## config.mk

```make
export PLATFORM = sky130hd
export DESIGN_NAME = tcp_token_strip_classifier_unit
export DESIGN_NICKNAME = d
export VERILOG_FILES = /design/src/hdl/tcpts_pkg.sv /design/src/hdl/tcpts_capture.sv /design/src/hdl/tcpts_verdict.sv /design/src/hdl/tcp_token_strip_classifier_unit.sv
export SDC_FILE = /design/constraint.sdc
export NUM_CORES = 1
export LEC_CHECK = 0
export BUFFER_PORTS_ARGS = -buffer_cell sky130_fd_sc_hd__buf_4
export CAP_MARGIN = 20
export CORE_MARGIN = 2
export CORE_UTILIZATION = 48
export DETAILED_ROUTE_END_ITERATION = 10
export GPL_ROUTABILITY_DRIVEN = 0
export PLACE_DENSITY = 0.66
export SLEW_MARGIN = 5
export SYNTH_ARGS = -nofsm -noshare
export SYNTH_HDL_FRONTEND = slang
export SYNTH_SLANG_ARGS = --single-unit
```

## constraint.sdc

```tcl
create_clock -name clk -period 15.9 [get_ports clk]
set_input_delay 3.18 -clock clk [delete_from_list [all_inputs] [get_ports clk]]
set_output_delay 3.18 -clock clk [all_outputs]
set_load 0.1 [all_outputs]
```

## src/hdl/tcpts_pkg.sv

```systemverilog
// Shared types and constants of the TCP token strip classifier.
package tcpts_pkg;

	localparam logic [2:0] VERDICT_NOT_TCP    = 3'd0;
	localparam logic [2:0] VERDICT_OTHER_PORT = 3'd1;
	localparam logic [2:0] VERDICT_SHORT      = 3'd2;
	localparam logic [2:0] VERDICT_NO_TOKEN   = 3'd3;
	localparam logic [2:0] VERDICT_STRIP      = 3'd4;

	localparam logic [1:0] REG_WATCH_PORT   = 2'd0;
	localparam logic [1:0] REG_TOKEN_WORD   = 2'd1;
	localparam logic [1:0] REG_STRIP_LENGTH = 2'd2;
	localparam logic [1:0] REG_MIN_PAYLOAD  = 2'd3;

	localparam logic [15:0] WATCH_PORT_RST   = 16'd8888;
	localparam logic [31:0] TOKEN_WORD_RST   = 32'h4142_4344;
	localparam logic [7:0]  STRIP_LENGTH_RST = 8'd10;
	localparam logic [7:0]  MIN_PAYLOAD_RST  = 8'd7;

	localparam logic [15:0] ETHERTYPE_IPV4 = 16'h0800;
	localparam logic [7:0]  PROTO_TCP      = 8'd6;
	localparam logic [6:0]  ETH_HDR_BYTES  = 7'd14;
	localparam logic [16:0] MIN_FRAME_LEN  = 17'd34;
	localparam logic [5:0]  MIN_IP_HDR     = 6'd20;

	typedef struct packed {
		logic [15:0] watch_port;
		logic [31:0] token_word;
		logic [7:0]  strip_length;
		logic [7:0]  min_payload;
	} cfg_t;

	// Header fields of one finished frame, handed from capture to verdict.
	typedef struct packed {
		logic [16:0] frame_len;
		logic [15:0] ether_type;
		logic [3:0]  ihl;
		logic [15:0] total_len;
		logic [7:0]  protocol;
		logic [15:0] checksum;
		logic [15:0] dest_port;
		logic [3:0]  data_offset;
		logic [31:0] payload_head;
	} snap_t;

endpackage

```

## src/hdl/tcpts_capture.sv

```systemverilog
// Input register and position-indexed header field capture.
module tcpts_capture import tcpts_pkg::*; (
	input  logic        clk,
	input  logic        arst_n,
	input  logic        s_tvalid,
	output logic        s_tready,
	input  logic [7:0]  s_tdata,
	input  logic        s_tlast,
	input  logic        snap_ready,
	output logic        snap_valid,
	output snap_t       snap
);

	logic        valid_s1;
	logic [7:0]  byte_s1;
	logic        last_s1;
	logic        go_s1;
	logic        free_s2;

	logic [15:0] pos_q;
	logic [15:0] etype_q;
	logic [3:0]  ihl_q;
	logic [15:0] tlen_q;
	logic [7:0]  proto_q;
	logic [15:0] csum_q;
	logic [15:0] dport_q;
	logic [3:0]  doff_q;
	logic [31:0] head_q;

	logic [15:0] pos_n;
	logic [15:0] etype_n;
	logic [3:0]  ihl_n;
	logic [15:0] tlen_n;
	logic [7:0]  proto_n;
	logic [15:0] csum_n;
	logic [15:0] dport_n;
	logic [3:0]  doff_n;
	logic [31:0] head_n;
	logic [6:0]  tcp_start;
	logic [7:0]  pay_start;

	snap_t       snap_s2;
	logic        valid_s2;

	assign free_s2  = !valid_s2 || snap_ready;
	assign go_s1    = valid_s1 && (!last_s1 || free_s2);
	assign s_tready = !valid_s1 || go_s1;

	always_ff @(posedge clk or negedge arst_n) begin
		if (!arst_n) begin
			valid_s1 <= 1'b0;
		end else if (s_tready) begin
			valid_s1 <= s_tvalid;
		end
	end

	always_ff @(posedge clk) begin
		if (s_tready && s_tvalid) begin
			byte_s1 <= s_tdata;
			last_s1 <= s_tlast;
		end
	end

	// The TCP header starts right after the IP header, so its field places move with the IHL.
	always_comb begin
		etype_n = etype_q;
		ihl_n   = ihl_q;
		tlen_n  = tlen_q;
		proto_n = proto_q;
		csum_n  = csum_q;
		dport_n = dport_q;
		doff_n  = doff_q;
		head_n  = head_q;
		if (pos_q == 16'd12) etype_n[15:8] = byte_s1;
		if (pos_q == 16'd13) etype_n[7:0]  = byte_s1;
		if (pos_q == 16'd14) ihl_n         = byte_s1[3:0];
		if (pos_q == 16'd16) tlen_n[15:8]  = byte_s1;
		if (pos_q == 16'd17) tlen_n[7:0]   = byte_s1;
		if (pos_q == 16'd23) proto_n       = byte_s1;
		if (pos_q == 16'd24) csum_n[15:8]  = byte_s1;
		if (pos_q == 16'd25) csum_n[7:0]   = byte_s1;
		tcp_start = ETH_HDR_BYTES + {1'b0, ihl_n, 2'b00};
		if (pos_q == 16'(tcp_start) + 16'd2)  dport_n[15:8] = byte_s1;
		if (pos_q == 16'(tcp_start) + 16'd3)  dport_n[7:0]  = byte_s1;
		if (pos_q == 16'(tcp_start) + 16'd12) doff_n        = byte_s1[7:4];
		pay_start = 8'(tcp_start) + {2'b00, doff_n, 2'b00};
		for (int k = 0; k < 4; k++) begin
			if (pos_q == 16'(pay_start) + 16'(k)) head_n[(3-k)*8 +: 8] = byte_s1;
		end
		pos_n = (pos_q != 16'hFFFF) ? pos_q + 16'd1 : pos_q;
	end

	always_ff @(posedge clk or negedge arst_n) begin
		if (!arst_n) begin
			pos_q   <= '0;
			etype_q <= '0;
			ihl_q   <= '0;
			tlen_q  <= '0;
			proto_q <= '0;
			csum_q  <= '0;
			dport_q <= '0;
			doff_q  <= '0;
			head_q  <= '0;
		end else if (go_s1) begin
			if (last_s1) begin
				pos_q   <= '0;
				etype_q <= '0;
				ihl_q   <= '0;
				tlen_q  <= '0;
				proto_q <= '0;
				csum_q  <= '0;
				dport_q <= '0;
				doff_q  <= '0;
				head_q  <= '0;
			end else begin
				pos_q   <= pos_n;
				etype_q <= etype_n;
				ihl_q   <= ihl_n;
				tlen_q  <= tlen_n;
				proto_q <= proto_n;
				csum_q  <= csum_n;
				dport_q <= dport_n;
				doff_q  <= doff_n;
				head_q  <= head_n;
			end
		end
	end

	always_ff @(posedge clk or negedge arst_n) begin
		if (!arst_n) begin
			valid_s2 <= 1'b0;
		end else if (free_s2) begin
			valid_s2 <= go_s1 && last_s1;
		end
	end

	always_ff @(posedge clk) begin
		if (go_s1 && last_s1) begin
			snap_s2.frame_len    <= 17'(pos_q) + 17'd1;
			snap_s2.ether_type   <= etype_n;
			snap_s2.ihl          <= ihl_n;
			snap_s2.total_len    <= tlen_n;
			snap_s2.protocol     <= proto_n;
			snap_s2.checksum     <= csum_n;
			snap_s2.dest_port    <= dport_n;
			snap_s2.data_offset  <= doff_n;
			snap_s2.payload_head <= head_n;
		end
	end

	assign snap_valid = valid_s2;
	assign snap       = snap_s2;

endmodule

```

## src/hdl/tcpts_verdict.sv

```systemverilog
// Verdict, length and incremental checksum update, with the result register.
module tcpts_verdict import tcpts_pkg::*; (
	input  logic        clk,
	input  logic        arst_n,
	input  cfg_t        cfg,
	input  logic        snap_valid,
	output logic        snap_ready,
	input  snap_t       snap,
	output logic        m_tvalid,
	input  logic        m_tready,
	output logic [71:0] m_tdata
);

	logic [5:0]  iph;
	logic [5:0]  tcph;
	logic [7:0]  poff;
	logic [15:0] hdr_sum;
	logic        neg_len;
	logic [15:0] diff_len;
	logic [15:0] plen;
	logic        frame_ok;
	logic        pay_short;
	logic [15:0] strip_tlen;
	logic [17:0] csum_acc;
	logic [16:0] csum_f1;
	logic [15:0] csum_f2;
	logic [2:0]  verdict;
	logic [15:0] ntl;
	logic [15:0] ncs;
	logic [71:0] result;
	logic        valid_s3;
	logic [71:0] data_s3;

	assign snap_ready = !valid_s3 || m_tready;

	always_comb begin
		iph       = {snap.ihl, 2'b00};
		tcph      = {snap.data_offset, 2'b00};
		poff      = 8'(ETH_HDR_BYTES) + 8'(iph) + 8'(tcph);
		hdr_sum   = 16'(iph) + 16'(tcph);
		neg_len   = snap.total_len < hdr_sum;
		diff_len  = snap.total_len - hdr_sum;
		plen      = neg_len ? 16'd0 : diff_len;
		frame_ok  = (snap.frame_len >= MIN_FRAME_LEN) && (snap.ether_type == ETHERTYPE_IPV4)
			&& (snap.protocol == PROTO_TCP) && (iph >= MIN_IP_HDR)
			&& (snap.frame_len >= MIN_FRAME_LEN + 17'(iph));
		// A negative payload length is always too short, and so is a frame that ends
		// before all four payload head bytes arrived.
		pay_short = neg_len || (diff_len < 16'(cfg.min_payload))
			|| (snap.frame_len < 17'(poff) + 17'd4);
		strip_tlen = snap.total_len - 16'(cfg.strip_length);
		csum_acc  = {2'b00, ~snap.checksum} + {2'b00, ~snap.total_len} + {2'b00, strip_tlen};
		csum_f1   = 17'(csum_acc[15:0]) + 17'(csum_acc[17:16]);
		csum_f2   = csum_f1[15:0] + 16'(csum_f1[16]);
		ntl       = snap.total_len;
		ncs       = snap.checksum;
		if (snap.dest_port != cfg.watch_port) begin
			verdict = VERDICT_OTHER_PORT;
		end else if (pay_short) begin
			verdict = VERDICT_SHORT;
		end else if (snap.payload_head != cfg.token_word) begin
			verdict = VERDICT_NO_TOKEN;
		end else begin
			verdict = VERDICT_STRIP;
			ntl     = strip_tlen;
			ncs     = ~csum_f2;
		end
		if (frame_ok) begin
			result = {1'b0, ncs, ntl, plen, poff, tcph, iph, verdict};
		end else begin
			result = {69'd0, VERDICT_NOT_TCP};
		end
	end

	always_ff @(posedge clk or negedge arst_n) begin
		if (!arst_n) begin
			valid_s3 <= 1'b0;
		end else if (snap_ready) begin
			valid_s3 <= snap_valid;
		end
	end

	always_ff @(posedge clk) begin
		if (snap_ready && snap_valid) begin
			data_s3 <= result;
		end
	end

	assign m_tvalid = valid_s3;
	assign m_tdata  = data_s3;

endmodule

```

## src/hdl/tcp_token_strip_classifier_unit.sv

```systemverilog
// Top level of the TCP token strip classifier: register port and pipeline.
//
// Frame bytes stream in one per cycle on the slave side, with tlast on the final byte; the
// block sustains one byte every cycle unless a last byte stalls, as below. Header fields are
// picked out by byte position, with the TCP header taken right after the IPv4 header. One
// verdict request leaves on the master side per frame, once the frame's last byte has passed
// the input register and the capture snapshot into the result register. Intermediate bytes
// keep flowing while a verdict waits on the master side; only a further last byte stalls
// behind two unsent verdicts. Registers (byte address): watch_port 0x0, token_word 0x4,
// strip_length 0x8, min_payload 0xC; write them only between frames.
module tcp_token_strip_classifier_unit import tcpts_pkg::*; (
	input  logic        clk,
	input  logic        arst_n,
	input  logic        psel,
	input  logic        penable,
	input  logic        pwrite,
	input  logic [3:0]  paddr,
	input  logic [31:0] pwdata,
	output logic [31:0] prdata,
	output logic        pready,
	input  logic        s_tvalid,
	output logic        s_tready,
	input  logic [7:0]  s_tdata,  // frame_byte
	input  logic        s_tlast,  // last_byte
	output logic        m_tvalid,
	input  logic        m_tready,
	// verdict[2:0], ip_header_bytes[8:3], tcp_header_bytes[14:9], payload_offset[22:15],
	// payload_length[38:23], new_total_length[54:39], new_header_checksum[70:55], zero[71]
	output logic [71:0] m_tdata
);

	cfg_t       cfg_q;
	logic       wr_en;
	logic [1:0] reg_idx;
	logic       snap_valid;
	logic       snap_ready;
	snap_t      snap;

	assign pready  = 1'b1;
	assign reg_idx = paddr[3:2];
	assign wr_en   = psel && penable && pwrite && pready;

	always_ff @(posedge clk or negedge arst_n) begin
		if (!arst_n) begin
			cfg_q.watch_port   <= WATCH_PORT_RST;
			cfg_q.token_word   <= TOKEN_WORD_RST;
			cfg_q.strip_length <= STRIP_LENGTH_RST;
			cfg_q.min_payload  <= MIN_PAYLOAD_RST;
		end else if (wr_en) begin
			case (reg_idx)
				REG_WATCH_PORT:   cfg_q.watch_port   <= pwdata[15:0];
				REG_TOKEN_WORD:   cfg_q.token_word   <= pwdata;
				REG_STRIP_LENGTH: cfg_q.strip_length <= pwdata[7:0];
				REG_MIN_PAYLOAD:  cfg_q.min_payload  <= pwdata[7:0];
				default: ;
			endcase
		end
	end

	always_comb begin
		case (reg_idx)
			REG_WATCH_PORT:   prdata = {16'd0, cfg_q.watch_port};
			REG_TOKEN_WORD:   prdata = cfg_q.token_word;
			REG_STRIP_LENGTH: prdata = {24'd0, cfg_q.strip_length};
			REG_MIN_PAYLOAD:  prdata = {24'd0, cfg_q.min_payload};
			default:          prdata = 32'd0;
		endcase
	end

	tcpts_capture u_capture (
		.clk        (clk),
		.arst_n     (arst_n),
		.s_tvalid   (s_tvalid),
		.s_tready   (s_tready),
		.s_tdata    (s_tdata),
		.s_tlast    (s_tlast),
		.snap_ready (snap_ready),
		.snap_valid (snap_valid),
		.snap       (snap)
	);

	tcpts_verdict u_verdict (
		.clk        (clk),
		.arst_n     (arst_n),
		.cfg        (cfg_q),
		.snap_valid (snap_valid),
		.snap_ready (snap_ready),
		.snap       (snap),
		.m_tvalid   (m_tvalid),
		.m_tready   (m_tready),
		.m_tdata    (m_tdata)
	);

endmodule

```

==> run_results.csv <==
group,metric,value,unit
cells_and_area,syn_to_final_growth,14.49,%
min_path,min-delay-start,"u_capture.proto_q[2]$_DFFE_PN0P_",
routing,drt_pass1_iterations,5,
sta,timing_hold_violations_final,0,
setup_path,rrSetupSlack,7.15,ns
placed_design,dpl_cell_area,23450,um2
clocking,cts_buffer_depth,3,
setup_path,start_kind,"register",
setup_path,crit_buf_inv,2,
placed_design,hpwl,38.13,mm
setup_path,worst-path-max-fanout,7,
power_and_ir_drop,power_density,124.1,nW/um2
yosys,synth.area.top_cells,"edfxtp_1, dfrtp_1, mux2_2, ha_1, xnor2_1",
yosys,ys_warn_count,0,
setup_path,worstPathArrival,9.05,ns
cells_and_area,final_common_cell,"edfxtp_1",
clocking,cts_setup_buffers,0,
yosys,syn-instance-count,1905,
job,max_cap_viol_count,0,
floorplanning,ioPinCount,159,
sta,rsz0062_at_grt,"no",
floorplanning,die_x,216.9,um
yosys,synth.avg_cell_area,11.42,um2
sta,relSlewSlack,28.66,%
sta,clock.fmax,0.1143,GHz
sta,fin_crit,8.752,ns
sta,setup_viol,0,
yosys,ys_types,80,
yosys,ys.flop_type,"edfxtp_1",
cells_and_area,layout_common_cells,"edfxtp_1, dfrtp_1, buf_4, mux2_2, nand2_1",
sta,tightest_slew,1.043,ns
setup_path,worst_path_dominant_cell_family,"compound AO/OA/AOI/OAI gates",
routing,ant_nets,0,
cells_and_area,n_fill_cell,3799,
grt,grt_antenna_before_repair,1,
clocking,clock_latency,0.57,ns
routing,num_vias,15220,
clocking,cts_buffers,44,
min_path,min_path_cells,1,
setup_path,r2r-end,"u_verdict.m_tdata[68]$_SDFFCE_PN0P_",
setup_path,reg2reg_from,"u_capture.snap[76]$_DFFE_PP_",
cells_and_area,finish.utilization,55.95,%
floorplanning,core_area,44510,um2
routing,routed_via_density,5.718,
status,status,"completed",
setup_path,critPathKind,"register to register",
yosys,yosys.area.top_type,"edfxtp_1",
floorplanning,initial_core_util,48.86,%
clocking,cts.sinks,398,
clocking,cts-htree-levels,2,
sta,finalMaxSlewViolations,0,
placed_design,port_buffers,149,
min_path,hp-class,"register to register",
setup_path,end_kind,"register",
floorplanning,dieHeight,216.9,um
routing,drtIter0Drc,1033,
routing,drt-total-wl,55.10,mm
routing,detail_route.wl_per_cell,20.70,um
yosys,mappedNetlistArea,21750,um2
sta,skew,0.03268,ns
yosys,synth_seq_cells,398,
grt,first_global_vias,15340,
cells_and_area,drive_above_1_share,21.16,%
clocking,clockRootBuffer,"clkbuf_16",
setup_path,worstRegToRegCells,36,
grt,grt_max_degree,76,
floorplanning,die_area,47030,um2
grt,grtUsageTotal,23.79,%
setup_path,cp_data_required_time,16.20,ns
setup_path,slowest_stage,"a2111oi_0",
setup_path,slowest_delay,0.94,ns
cells_and_area,nets,2184,
yosys,synth_top_area_share,28.03,%
routing,drc,0,
clocking,cts_tree,"done",
floorplanning,rows,77,
cells_and_area,num_antenna_cells,0,
grt,overflow,0,
sta,setup_ws,7.148,ns
yosys,yosysSeqAreaShare,50.58,%
placed_design,place_ws,7.307,ns
clocking,cts.repair.resized,0,
yosys,ys_async_sr_fraction,48.99,%
cells_and_area,postLayoutCellArea,24900,um2
power_and_ir_drop,ir_worst_vdd,0.1054,mV
clocking,cts.reportedPaths.clkPinSlew,0.06,ns
grt,grt_pass1_wl,87.22,mm
yosys,synth-edff-count,203,
min_path,whs_endpoint,"u_capture.proto_q[2]$_DFFE_PN0P_",
sta,setup_tns,0,ns
clocking,cts_hold_buffers,0,
sta,min_period_over_period,55.04,%
power_and_ir_drop,p_leak,10.60,nW
## synthesized netlist by cell type, types with 23 or more instances
cell,n
edfxtp_1,203
nand3_1,38
inv_1,95
nor3_1,24
nand3b_1,23
and2_1,28
xnor2_1,97
o21ai_0,81
mux2i_1,39
ha_1,89
a21oi_1,48
xor2_1,73
a21o_1,24
a22o_1,67
nor2_1,125
dfrtp_1,175
nor4_1,24
clkbuf_1,72
mux2_2,152
nand2_1,138
## layer usage
metal  share of wire [%]  vias up  global-route usage [%]
li1                    -     7140                       -
met1                  44     7563                   32.66
met2                  48      427                   39.46
met3                 5.0       89                   2.725
met4                 2.8        2                   7.991
met5               0.029        -                       0
## state kept, by name, summed over array words and instances (netlist names), 4 cells and up
register and flops:
u_capture.byte_s1 8, u_capture.snap 128, u_capture.head_q 32, cfg_q 64, u_capture.ihl_q 4, u_capture.proto_q 8, u_capture.csum_q 16, u_capture.etype_q 16
u_capture.pos_q 16, u_capture.doff_q 4, u_capture.tlen_q 16, u_capture.dport_q 16, u_verdict.m_tdata 66
## per-stage QoR
| stage | hold slack [ns] | total power, mW | cells |
|---|---|---|---|
| after floorplan | 0.4497 | 1.883 | 1911 |
| after global placement | 0.4662 | 2.069 | 2580 |
| after detailed placement | 0.4848 | 2.089 | 2580 |
| after CTS | 0.5026 | 3.113 | 2661 |
| after global routing | 0.5131 | 3.233 | 2662 |
| final | 0.4998 | 3.091 | 2662 |
## where the power goes
group          switching (mW)  internal, mW  leakage, nW
logic                   0.530         0.274         5.39
clock network           0.412         0.604        0.696
registers              0.0781          1.19         4.51
total                    1.02          2.07         10.6
## how the worst max path moves through the flow
| stage | from | endpoint | slack [ns] | cells past startpoint |
|---|---|---|---|---|
| 3_5_place_dp | u_capture.snap[76]$_DFFE_PP_ | u_verdict.m_tdata[67]$_SDFFCE_PN0P_ | 7.31 | 37 |
| 6_report | u_capture.snap[76]$_DFFE_PP_ | u_verdict.m_tdata[68]$_SDFFCE_PN0P_ | 7.15 | 36 |
| 3_3_place_gp | u_capture.snap[76]$_DFFE_PP_ | u_verdict.m_tdata[67]$_SDFFCE_PN0P_ | 7.30 | 37 |
| 5_1_grt | u_capture.snap[76]$_DFFE_PP_ | u_verdict.m_tdata[68]$_SDFFCE_PN0P_ | 6.29 | 36 |
| 4_1_cts | u_capture.snap[76]$_DFFE_PP_ | u_verdict.m_tdata[67]$_SDFFCE_PN0P_ | 7.26 | 37 |
| 2_1_floorplan | paddr[2] | prdata[10] | 7.24 | 4 |
## cell families (layout without fill, tap and decap cells)
logic type	count (synthesis)	count (layout)	synth area share [%]
muxes	204	204	10.75
other	2	8	0.03453
xor gates and xnor gates	170	170	6.846
buffers and inverters	189	348	3.475
AOI/OAI and AO/OA	334	334	10.45
and+or+nand+nor	510	510	11.97
DFF	398	398	50.58
adders and majority gates	98	98	5.902
## layout make-up
class | count | area (um2) | area share, %
multi-input combinational | 1324 | 10070 | 40.42
clock inverter | 10 | 113.9 | 0.4572
sequential | 398 | 11000 | 44.18
clock buffer | 71 | 1326 | 5.326
timing repair buffer | 172 | 1297 | 5.211
tap | 592 | 740.7 | 2.975
inverter | 95 | 356.6 | 1.432
Note: power is estimated with default switching activity, not from simulation.
